### config.mk
export PLATFORM = sky130hd
export DESIGN_NAME = readout_word_channel_deframer_unit
export DESIGN_NICKNAME = d
export VERILOG_FILES = /design/src/hdl/rwcd_pkg.sv /design/src/hdl/rwcd_chan_state.sv /design/src/hdl/rwcd_decode.sv /design/src/hdl/rwcd_rsp_buf.sv /design/src/hdl/readout_word_channel_deframer_unit.sv
export VERILOG_INCLUDE_DIRS = /design/src /design/src/hdl
export SDC_FILE = /design/constraint.sdc
export NUM_CORES = 1
export LEC_CHECK = 0
export BUFFER_PORTS_ARGS = -buffer_cell sky130_fd_sc_hd__buf_2
export CAP_MARGIN = 15
export CORE_MARGIN = 2
export CORE_UTILIZATION = 30
export DETAILED_ROUTE_END_ITERATION = 12
export PLACE_DENSITY = 0.53
export SLEW_MARGIN = 20
export SYNTH_ARGS = -nofsm -noshare
export SYNTH_HDL_FRONTEND = slang
export SYNTH_HIERARCHICAL = 1
export SYNTH_SLANG_ARGS = --single-unit
### constraint.sdc
create_clock -name clock -period 12.69 [get_ports clock]
set_clock_uncertainty 0.1 [all_clocks]
set_input_delay 1.269 -clock clock [delete_from_list [all_inputs] [get_ports clock]]
set_output_delay 1.269 -clock clock [all_outputs]
set_load 0.01 [all_outputs]
### src/hdl/readout_word_channel_deframer_unit_macros.svh
// assertion helpers used by the deframer result buffer
`ifndef READOUT_WORD_CHANNEL_DEFRAMER_UNIT_MACROS_SVH
`define READOUT_WORD_CHANNEL_DEFRAMER_UNIT_MACROS_SVH

// condition holds at every edge out of reset
`define RWCD_ASSERT(label, cond, msg) \
   label: assert property (@(posedge clock) disable iff (reset) (cond)) else $error(msg);

// same-cycle implication
`define RWCD_IMPLY(label, ante, cons, msg) \
   label: assert property (@(posedge clock) disable iff (reset) (ante) |-> (cons)) \
      else $error(msg);

// next-cycle implication
`define RWCD_NEXT(label, ante, cons, msg) \
   label: assert property (@(posedge clock) disable iff (reset) (ante) |=> (cons)) \
      else $error(msg);

`endif

### src/hdl/rwcd_pkg.sv
package rwcd_pkg;

   localparam int NumChannels = 16;
   localparam int ChanSelW    = (NumChannels > 1) ? $clog2(NumChannels) : 1;

   localparam logic [31:0] RegMarker  = 32'h5500_0000;
   localparam logic [3:0]  TagTrigger = 4'h8;
   localparam logic [3:0]  TagTdcLo   = 4'h1;
   localparam logic [3:0]  TagTdcHi   = 4'h4;
   localparam logic [3:0]  TagUserK   = 4'h1;

   localparam logic [7:0]  KBoth  = 8'd0;
   localparam logic [7:0]  KData1 = 8'd1;
   localparam logic [7:0]  KData0 = 8'd2;

   localparam logic        CsrChipType   = 1'b0;
   localparam logic        CsrChanEnable = 1'b1;

   typedef struct packed {
      logic [31:0] word;
      logic        is_register;
      logic        error;
   } rsp_slot_type;

   typedef struct packed {
      logic [2:0]         count;
      logic [3:0]         channel;
      rsp_slot_type [3:0] slots;
   } rsp_set_type;

   typedef struct packed {
      logic [1:0]  half_count;
      logic        frame_mode;
      logic [47:0] held_halves;
   } chan_state_type;

   function automatic rsp_slot_type mk_slot(logic [31:0] word, logic is_reg, logic err);
      rsp_slot_type s;
      s.word        = word;
      s.is_register = is_reg;
      s.error       = err;
      return s;
   endfunction

   // address in 24:16, data in 15:0 of a 27-bit register field
   function automatic logic [31:0] reg_word(logic [26:0] field);
      return {7'b0, field[24:16], field[15:0]};
   endfunction

endpackage

### src/hdl/rwcd_chan_state.sv
module rwcd_chan_state (
   input  logic                            clock,
   input  logic                            reset,
   input  logic [rwcd_pkg::ChanSelW-1:0]   sel,
   input  logic                            commit,
   input  rwcd_pkg::chan_state_type        wr_state,
   output rwcd_pkg::chan_state_type        rd_state
);

   logic [1:0]  half_count_ff  [rwcd_pkg::NumChannels];
   logic        frame_mode_ff  [rwcd_pkg::NumChannels];
   logic [47:0] held_halves_ff [rwcd_pkg::NumChannels];

   always_ff @(posedge clock) begin
      if (reset) begin
         for (int i = 0; i < rwcd_pkg::NumChannels; i++) begin
            half_count_ff[i] <= '0;
            frame_mode_ff[i] <= 1'b0;
         end
      end else if (commit) begin
         half_count_ff[sel] <= wr_state.half_count;
         frame_mode_ff[sel] <= wr_state.frame_mode;
      end
   end

   // halves carry no reset, only what a channel stored is ever read
   always_ff @(posedge clock) begin
      if (commit) begin
         held_halves_ff[sel] <= wr_state.held_halves;
      end
   end

   assign rd_state.half_count  = half_count_ff[sel];
   assign rd_state.frame_mode  = frame_mode_ff[sel];
   assign rd_state.held_halves = held_halves_ff[sel];

endmodule

### src/hdl/rwcd_decode.sv
module rwcd_decode (
   input  logic [31:0]                raw_word,
   input  logic                       chip_type,
   input  logic [15:0]                channel_enable,
   input  rwcd_pkg::chan_state_type   cur_state,
   output logic                       state_we,
   output rwcd_pkg::chan_state_type   nxt_state,
   output rwcd_pkg::rsp_set_type      rsp_set
);

   logic [3:0]  tag;
   logic [3:0]  ch;
   logic [15:0] cur;
   logic        tag_hit;
   logic        in_range;
   logic        enabled;
   logic        mode_eff;
   logic [15:0] h0;
   logic [15:0] h1;
   logic [15:0] h2;
   logic [31:0] b0;
   logic [59:0] b1;
   logic [26:0] d1;
   logic [26:0] d0;
   logic [7:0]  kword;

   assign tag      = raw_word[31:28];
   assign ch       = raw_word[23:20];
   assign cur      = raw_word[15:0];
   assign tag_hit  = (tag == rwcd_pkg::TagTrigger) ||
                     ((tag >= rwcd_pkg::TagTdcLo) && (tag <= rwcd_pkg::TagTdcHi));
   assign in_range = ({1'b0, ch} < 5'(rwcd_pkg::NumChannels));
   assign enabled  = in_range && channel_enable[ch];

   // group mode is fixed by its first word
   assign mode_eff = (cur_state.half_count == 2'd0) ? (raw_word[27:24] == rwcd_pkg::TagUserK)
                                                    : cur_state.frame_mode;

   assign h0 = cur_state.held_halves[47:32];
   assign h1 = cur_state.held_halves[31:16];
   assign h2 = cur_state.held_halves[15:0];
   assign b0 = {h2, cur};
   assign b1 = {h0[11:0], h1, h2, cur};

   // user-k field split for both front-end formats
   always_comb begin
      if (chip_type) begin
         d1    = {1'b0, b1[59:34]};
         d0    = b1[34:8];
         kword = b1[7:0];
      end else begin
         d1    = b0[28:2];
         d0    = {1'b0, cur[1:0], h0, h1[15:8]};
         kword = h1[7:0];
      end
   end

   always_comb begin
      rsp_set         = '0;
      rsp_set.channel = ch;
      state_we        = 1'b0;
      nxt_state       = cur_state;
      if (tag_hit) begin
         rsp_set.count    = 3'd1;
         rsp_set.slots[0] = rwcd_pkg::mk_slot(raw_word, 1'b0, 1'b1);
      end else if (enabled) begin
         state_we             = 1'b1;
         nxt_state.frame_mode = mode_eff;
         if (!mode_eff && !chip_type && (cur_state.half_count != 2'd0)) begin
            rsp_set.count        = 3'd1;
            rsp_set.slots[0]     = rwcd_pkg::mk_slot({h2, cur}, 1'b0, 1'b0);
            nxt_state.half_count = 2'd0;
         end else if (cur_state.half_count == 2'd3) begin
            nxt_state.half_count = 2'd0;
            if (mode_eff) begin
               unique case (kword)
                  rwcd_pkg::KBoth: begin
                     rsp_set.count    = 3'd4;
                     rsp_set.slots[0] = rwcd_pkg::mk_slot(rwcd_pkg::RegMarker, 1'b1, 1'b0);
                     rsp_set.slots[1] = rwcd_pkg::mk_slot(rwcd_pkg::reg_word(d1), 1'b1, 1'b0);
                     rsp_set.slots[2] = rwcd_pkg::mk_slot(rwcd_pkg::RegMarker, 1'b1, 1'b0);
                     rsp_set.slots[3] = rwcd_pkg::mk_slot(rwcd_pkg::reg_word(d0), 1'b1, 1'b0);
                  end
                  rwcd_pkg::KData1: begin
                     rsp_set.count    = 3'd2;
                     rsp_set.slots[0] = rwcd_pkg::mk_slot(rwcd_pkg::RegMarker, 1'b1, 1'b0);
                     rsp_set.slots[1] = rwcd_pkg::mk_slot(rwcd_pkg::reg_word(d1), 1'b1, 1'b0);
                  end
                  rwcd_pkg::KData0: begin
                     rsp_set.count    = 3'd2;
                     rsp_set.slots[0] = rwcd_pkg::mk_slot(rwcd_pkg::RegMarker, 1'b1, 1'b0);
                     rsp_set.slots[1] = rwcd_pkg::mk_slot(rwcd_pkg::reg_word(d0), 1'b1, 1'b0);
                  end
                  default: begin
                     rsp_set.count = 3'd0;
                  end
               endcase
            end else begin
               rsp_set.count    = 3'd2;
               rsp_set.slots[0] = rwcd_pkg::mk_slot({h0, h1}, 1'b0, 1'b0);
               rsp_set.slots[1] = rwcd_pkg::mk_slot({h2, cur}, 1'b0, 1'b0);
            end
         end else begin
            nxt_state.held_halves = {cur_state.held_halves[31:0], cur};
            nxt_state.half_count  = cur_state.half_count + 2'd1;
         end
      end
   end

endmodule

### src/hdl/rwcd_rsp_buf.sv
`include "readout_word_channel_deframer_unit_macros.svh"

module rwcd_rsp_buf (
   input  logic                    clock,
   input  logic                    reset,
   input  logic                    load,
   input  rwcd_pkg::rsp_set_type   rsp_set,
   input  logic                    rsp_tready,
   output logic                    rsp_tvalid,
   output logic                    can_load,
   output logic [3:0]              channel,
   output logic [31:0]             word,
   output logic                    is_register,
   output logic                    error,
   output logic                    last
);

   rwcd_pkg::rsp_slot_type [3:0] slots_ff;
   rwcd_pkg::rsp_slot_type [3:0] slots_in;
   logic [2:0]                   rem_ff;
   logic [2:0]                   rem_in;
   logic [3:0]                   channel_ff;
   logic                         take;

   assign rsp_tvalid  = (rem_ff != 3'd0);
   assign take        = rsp_tvalid && rsp_tready;
   assign last        = (rem_ff == 3'd1);
   assign can_load    = (rem_ff == 3'd0) || (last && take);
   assign channel     = channel_ff;
   assign word        = slots_ff[0].word;
   assign is_register = slots_ff[0].is_register;
   assign error       = slots_ff[0].error;

   always_comb begin
      slots_in = slots_ff;
      rem_in   = rem_ff;
      if (load) begin
         slots_in = rsp_set.slots;
         rem_in   = rsp_set.count;
      end else if (take) begin
         slots_in = {slots_ff[3], slots_ff[3:1]};
         rem_in   = rem_ff - 3'd1;
      end
   end

   always_ff @(posedge clock) begin
      if (reset) begin
         rem_ff <= '0;
      end else begin
         rem_ff <= rem_in;
      end
   end

   always_ff @(posedge clock) begin
      slots_ff <= slots_in;
      if (load) begin
         channel_ff <= rsp_set.channel;
      end
   end

   `RWCD_ASSERT(a_rem_bound, rem_ff <= 3'd4, "result count above four")
   `RWCD_IMPLY(a_error_single, rsp_tvalid && error, last, "error result not alone")
   `RWCD_IMPLY(a_marker_not_last, rsp_tvalid && is_register && (word == rwcd_pkg::RegMarker),
      !last, "register marker without its address word")
   `RWCD_NEXT(a_drain, take && last && !load, !rsp_tvalid, "result shown after drain")

endmodule

### src/hdl/readout_word_channel_deframer_unit.sv
// Readout word deframer: takes one 32-bit readout word per request and splits it by channel
// (bits 23:20). Trigger and time tags come out at once as a single error result. Enabled
// channels collect 16-bit halves; a data group gives one word from two halves (chip type 0)
// or two words from four halves (chip type 1), and a user-K group of four words gives zero,
// one or two register reads, each as marker 0x55000000 then address and data. Results of a
// request leave one per cycle while rsp_tready is high, with tlast on the final one; a request
// passes the input register and then the result register, which presents the first result.
// With results taken at once, a request is taken every cycle while each causes at most one
// result; one that causes more holds the single result register until its last result is
// taken. Per-channel state sits in flip-flops and is updated as a request leaves the input
// register. Configuration must be written only while the block is idle; it is not enforced.
module readout_word_channel_deframer_unit (
   input  logic        clock,
   input  logic        reset,
   input  logic        req_tvalid,
   output logic        req_tready,
   input  logic [31:0] req_tdata,   // raw_word
   output logic        rsp_tvalid,
   input  logic        rsp_tready,
   output logic [39:0] rsp_tdata,   // channel[3:0], word[35:4], zero[39:36]
   output logic [1:0]  rsp_tuser,   // is_register[0], error[1]
   output logic        rsp_tlast,
   input  logic        csr_we,
   input  logic        csr_index,
   input  logic [15:0] csr_wdata
);

   logic                       chip_type_ff;
   logic [15:0]                chan_enable_ff;
   logic                       in_valid_ff;
   logic [31:0]                in_word_ff;
   logic                       move;
   logic                       can_load;
   logic                       state_we;
   rwcd_pkg::chan_state_type   cur_state;
   rwcd_pkg::chan_state_type   nxt_state;
   rwcd_pkg::rsp_set_type      rsp_set;
   logic [3:0]                 out_channel;
   logic [31:0]                out_word;
   logic                       out_is_register;
   logic                       out_error;

   always_ff @(posedge clock) begin
      if (reset) begin
         chip_type_ff   <= 1'b0;
         chan_enable_ff <= '0;
      end else if (csr_we) begin
         unique case (csr_index)
            rwcd_pkg::CsrChipType:   chip_type_ff   <= csr_wdata[0];
            rwcd_pkg::CsrChanEnable: chan_enable_ff <= csr_wdata;
         endcase
      end
   end

   assign move       = in_valid_ff && can_load;
   assign req_tready = !in_valid_ff || move;

   always_ff @(posedge clock) begin
      if (reset) begin
         in_valid_ff <= 1'b0;
      end else if (req_tvalid && req_tready) begin
         in_valid_ff <= 1'b1;
      end else if (move) begin
         in_valid_ff <= 1'b0;
      end
   end

   always_ff @(posedge clock) begin
      if (req_tvalid && req_tready) begin
         in_word_ff <= req_tdata;
      end
   end

   rwcd_chan_state u_state (
      .clock    (clock),
      .reset    (reset),
      .sel      (in_word_ff[20 +: rwcd_pkg::ChanSelW]),
      .commit   (move && state_we),
      .wr_state (nxt_state),
      .rd_state (cur_state)
   );

   rwcd_decode u_decode (
      .raw_word       (in_word_ff),
      .chip_type      (chip_type_ff),
      .channel_enable (chan_enable_ff),
      .cur_state      (cur_state),
      .state_we       (state_we),
      .nxt_state      (nxt_state),
      .rsp_set        (rsp_set)
   );

   rwcd_rsp_buf u_rsp_buf (
      .clock       (clock),
      .reset       (reset),
      .load        (move),
      .rsp_set     (rsp_set),
      .rsp_tready  (rsp_tready),
      .rsp_tvalid  (rsp_tvalid),
      .can_load    (can_load),
      .channel     (out_channel),
      .word        (out_word),
      .is_register (out_is_register),
      .error       (out_error),
      .last        (rsp_tlast)
   );

   assign rsp_tdata = {4'b0, out_word, out_channel};
   assign rsp_tuser = {out_error, out_is_register};

endmodule
==> results.ini <==
[status]
status=finished clean

[final_layout]
syn2layout_area_growth_pct=12.4
drive_gt1_share_pct=30.0
stdcell_count=4294
fin_util_pct=33.8
nets=2374

[yosys]
synth_edf_count=988
yosysWarningCount=6
yosysMostFrequentCell=edfxtp_1
yosys-top-cells-area=edfxtp_1 70%, mux4_2 11%, mux2_2 3.6%
ys_async_sr_fraction_pct=0
synth.avg_cell_area_um2=18.8
syn-cell-area_um2=42400
ys_ff_latch=1009
yosysTopAreaCell=edfxtp_1
synthCells=2259
ys_seq_area_share_pct=70.9
synthFlopType=edfxtp_1
synth_commonest_cells=988 x edfxtp_1, 204 x mux4_2, 134 x mux2_2
yosysTopAreaCellShare_pct=69.9
ys_types=67

[die]
placementRows=138
core-area_um2=141000
boundaryPins=99
die_w_um=380
die_h_um=380
start_util_pct=30.1
dieArea_um2=145000

[clock_network]
clock_path_buffers=3
insertion_delay_ps=680
cts-htree-levels=3
cts_tree=built
path_clk_slew_ps=60
ctsHoldBuffers=0
ctsRootBufferMaster=clkbuf_16
ctsResizeCount=0
cts_inserted_buffers=103
cts_sinks=1009
post-cts-setup-buffers=0

[grt]
grt-ovfl-total=0
grt_max_degree=148
grt_pass1_wl_um=161000
grt_pass1_vias=22500
antenna_found_initial=4
grtUsageTotal_pct=15.1

[place]
hpwl_um=60700
io_buffers=94
finalWeightedCongestion=0.761
pre_cts_slack_ps=6480
place_inst=4100

[worst_setup_path]
crit_start=in_word_ff[20]
cp_top_family=buffers and inverters
worstRegToRegCells=12
r2r_end=u_rsp_buf/slots_ff[48]
slowest_delay_ps=880
r2r_start=in_word_ff[20]
cp_num_buf_inv=4
r2r_slack_ps=6870
crit_type=flop to flop
crit_path_frequent_cell=buf_4
critPathRequiredTime_ps=13140
worstSetupStartpointType=flop
endpoint_kind=flop
cp_cell_sequence=buf_6, buf_4, buf_4, mux4_2, a22oi_1, nand2_1, nor3b_2, buf_4, a22o_1, a222oi_1, nor2_1, mux2_2
critPathArrivalTime_ps=6270
crit_slowest_cell=buf_4
critPathMaxFanout=56

[min_path]
hp-start=chan_enable_ff[0]
hold_path_class=flop to flop
worstHoldPathCells=2
whs_endpoint=chan_enable_ff[0]

[power_and_ir_drop]
leakage_nw=15.2
ir_drop_mv=0.142
power_density_nw_per_um2=177

[sta]
rsz0062_at_grt=no
fin_setup_tns_ps=0
worst_pin_slew_ps=1150
fin_crit_sh_pct=45.9
finalSetupViolations=0
timing.fmax_ghz=0.172
period_needed_ps=5820
slew_headroom_pct=23.6
hold_viol_final=0
worst_slack_ps=6870
slew_viol_final=0

[drt]
viasPerCell=5.11
vias=21900
drcViolationCount=0
wl_um=111000
drt_pre_antenna_iters=9
drt_iter0_markers=2335
drtAntennaViolNets=0
wl_per_cell_um=25.9

[flow_run]
drv_cap=0

[routing by layer]
layer / wire length, um / vias up / track usage (%)
met5: 21 / - / 0
met4: 2310 / 4 / 3.76
met3: 6960 / 158 / 2.42
met2: 53300 / 782 / 24.6
met1: 48700 / 11800 / 21.1
li1: - / 9165 / -
[worst max path at each step]
stage,to,depth (start not counted),slack [ps]
6_report,u_rsp_buf/slots_ff[48],12,6870
3_3_place_gp,u_rsp_buf/slots_ff[49],12,6560
2_1_floorplan,u_rsp_buf/error,7,8060
4_1_cts,u_rsp_buf/slots_ff[48],12,6490
5_1_grt,u_rsp_buf/slots_ff[37],12,6370
3_5_place_dp,u_rsp_buf/slots_ff[48],12,6480
[metrics by stage]
| stage | hold slack [ps] | total power [mW] | area (um^2) |
|---|---|---|---|
| floorplan | 349 | 5.25 | 42600 |
| global placement | 364 | 5.64 | 44500 |
| detailed placement | 367 | 5.67 | 44500 |
| CTS | 377 | 8.56 | 47700 |
| global route | 397 | 8.79 | 47700 |
| finish | 376 | 8.47 | 47700 |
[layout by cell type, fill, tap and decap left out, types with 14 or more instances in the layout]
cell and count:
a21bo_1 14, a21oi_1 19, a221o_1 16, a222oi_1 25, a22o_1 41, a22oi_1 102, and2_1 52, buf_2 94
buf_4 45, clkbuf_1 27, clkbuf_16 105, clkinv_1 25, clkinv_2 22, conb_1 42, dfxtp_1 20, edfxtp_1 988
mux2_2 134, mux2_4 42, mux2i_1 34, mux4_2 204, nand2_1 79, nand3_1 19, nor2_1 107, nor2_4 18
[registers in the layout, summed over array words and instances (netlist names), 3 cells and up]
name / cells
u_state/held_halves_ff: 768
u_rsp_buf/slots_ff: 102
in_word_ff: 32
u_rsp_buf/word: 32
u_state/half_count_ff: 32
chan_enable_ff: 16
u_state/frame_mode_ff: 16
u_rsp_buf/channel: 4
u_rsp_buf/rem_ff: 3
[kinds of logic (layout without fill, tap and decap cells)]
| family | after synthesis | in the layout | synth area share, % |
|---|---|---|---|
| other cells | 2 | 44 | 0.0177 |
| simple gates | 333 | 333 | 3.79 |
| buf+inv | 241 | 344 | 3.51 |
| flops | 1009 | 1009 | 70.9 |
| compound gates | 252 | 252 | 4.91 |
| xor+xnor | 2 | 2 | 0.0413 |
| mux | 415 | 415 | 16.7 |
| fa+ha+maj | 5 | 5 | 0.147 |
[power breakdown]
group | switching (mW) | total (mW) | internal, mW | leakage (nW)
logic | 0.872 | 1.38 | 0.504 | 4.42
clock network | 1.27 | 2.87 | 1.60 | 1.55
registers | 0.0962 | 4.22 | 4.12 | 9.26
total | 2.24 | 8.47 | 6.23 | 15.2
[worst reg2reg max path: cells and delay by family, from the launching register on]
kind	cells	cell delay (ps)
compound gates	3	440
simple gates	3	1320
flops	1	350
buf+inv	4	2730
mux	2	770
[layout make-up]
| cell class | instances | area, um^2 |
|---|---|---|
| clock buffer | 132 | 2730 |
| inverter | 10 | 37.5 |
| tap | 1890 | 2360 |
| fill | 13300 | 93400 |
| sequential | 1009 | 30100 |
| clock inverter | 60 | 439 |
| antenna | 2 | 5.00 |
| timing repair buffer | 142 | 851 |
| multi-input combinational | 1049 | 11200 |
Power figures use the tool's default switching activity.
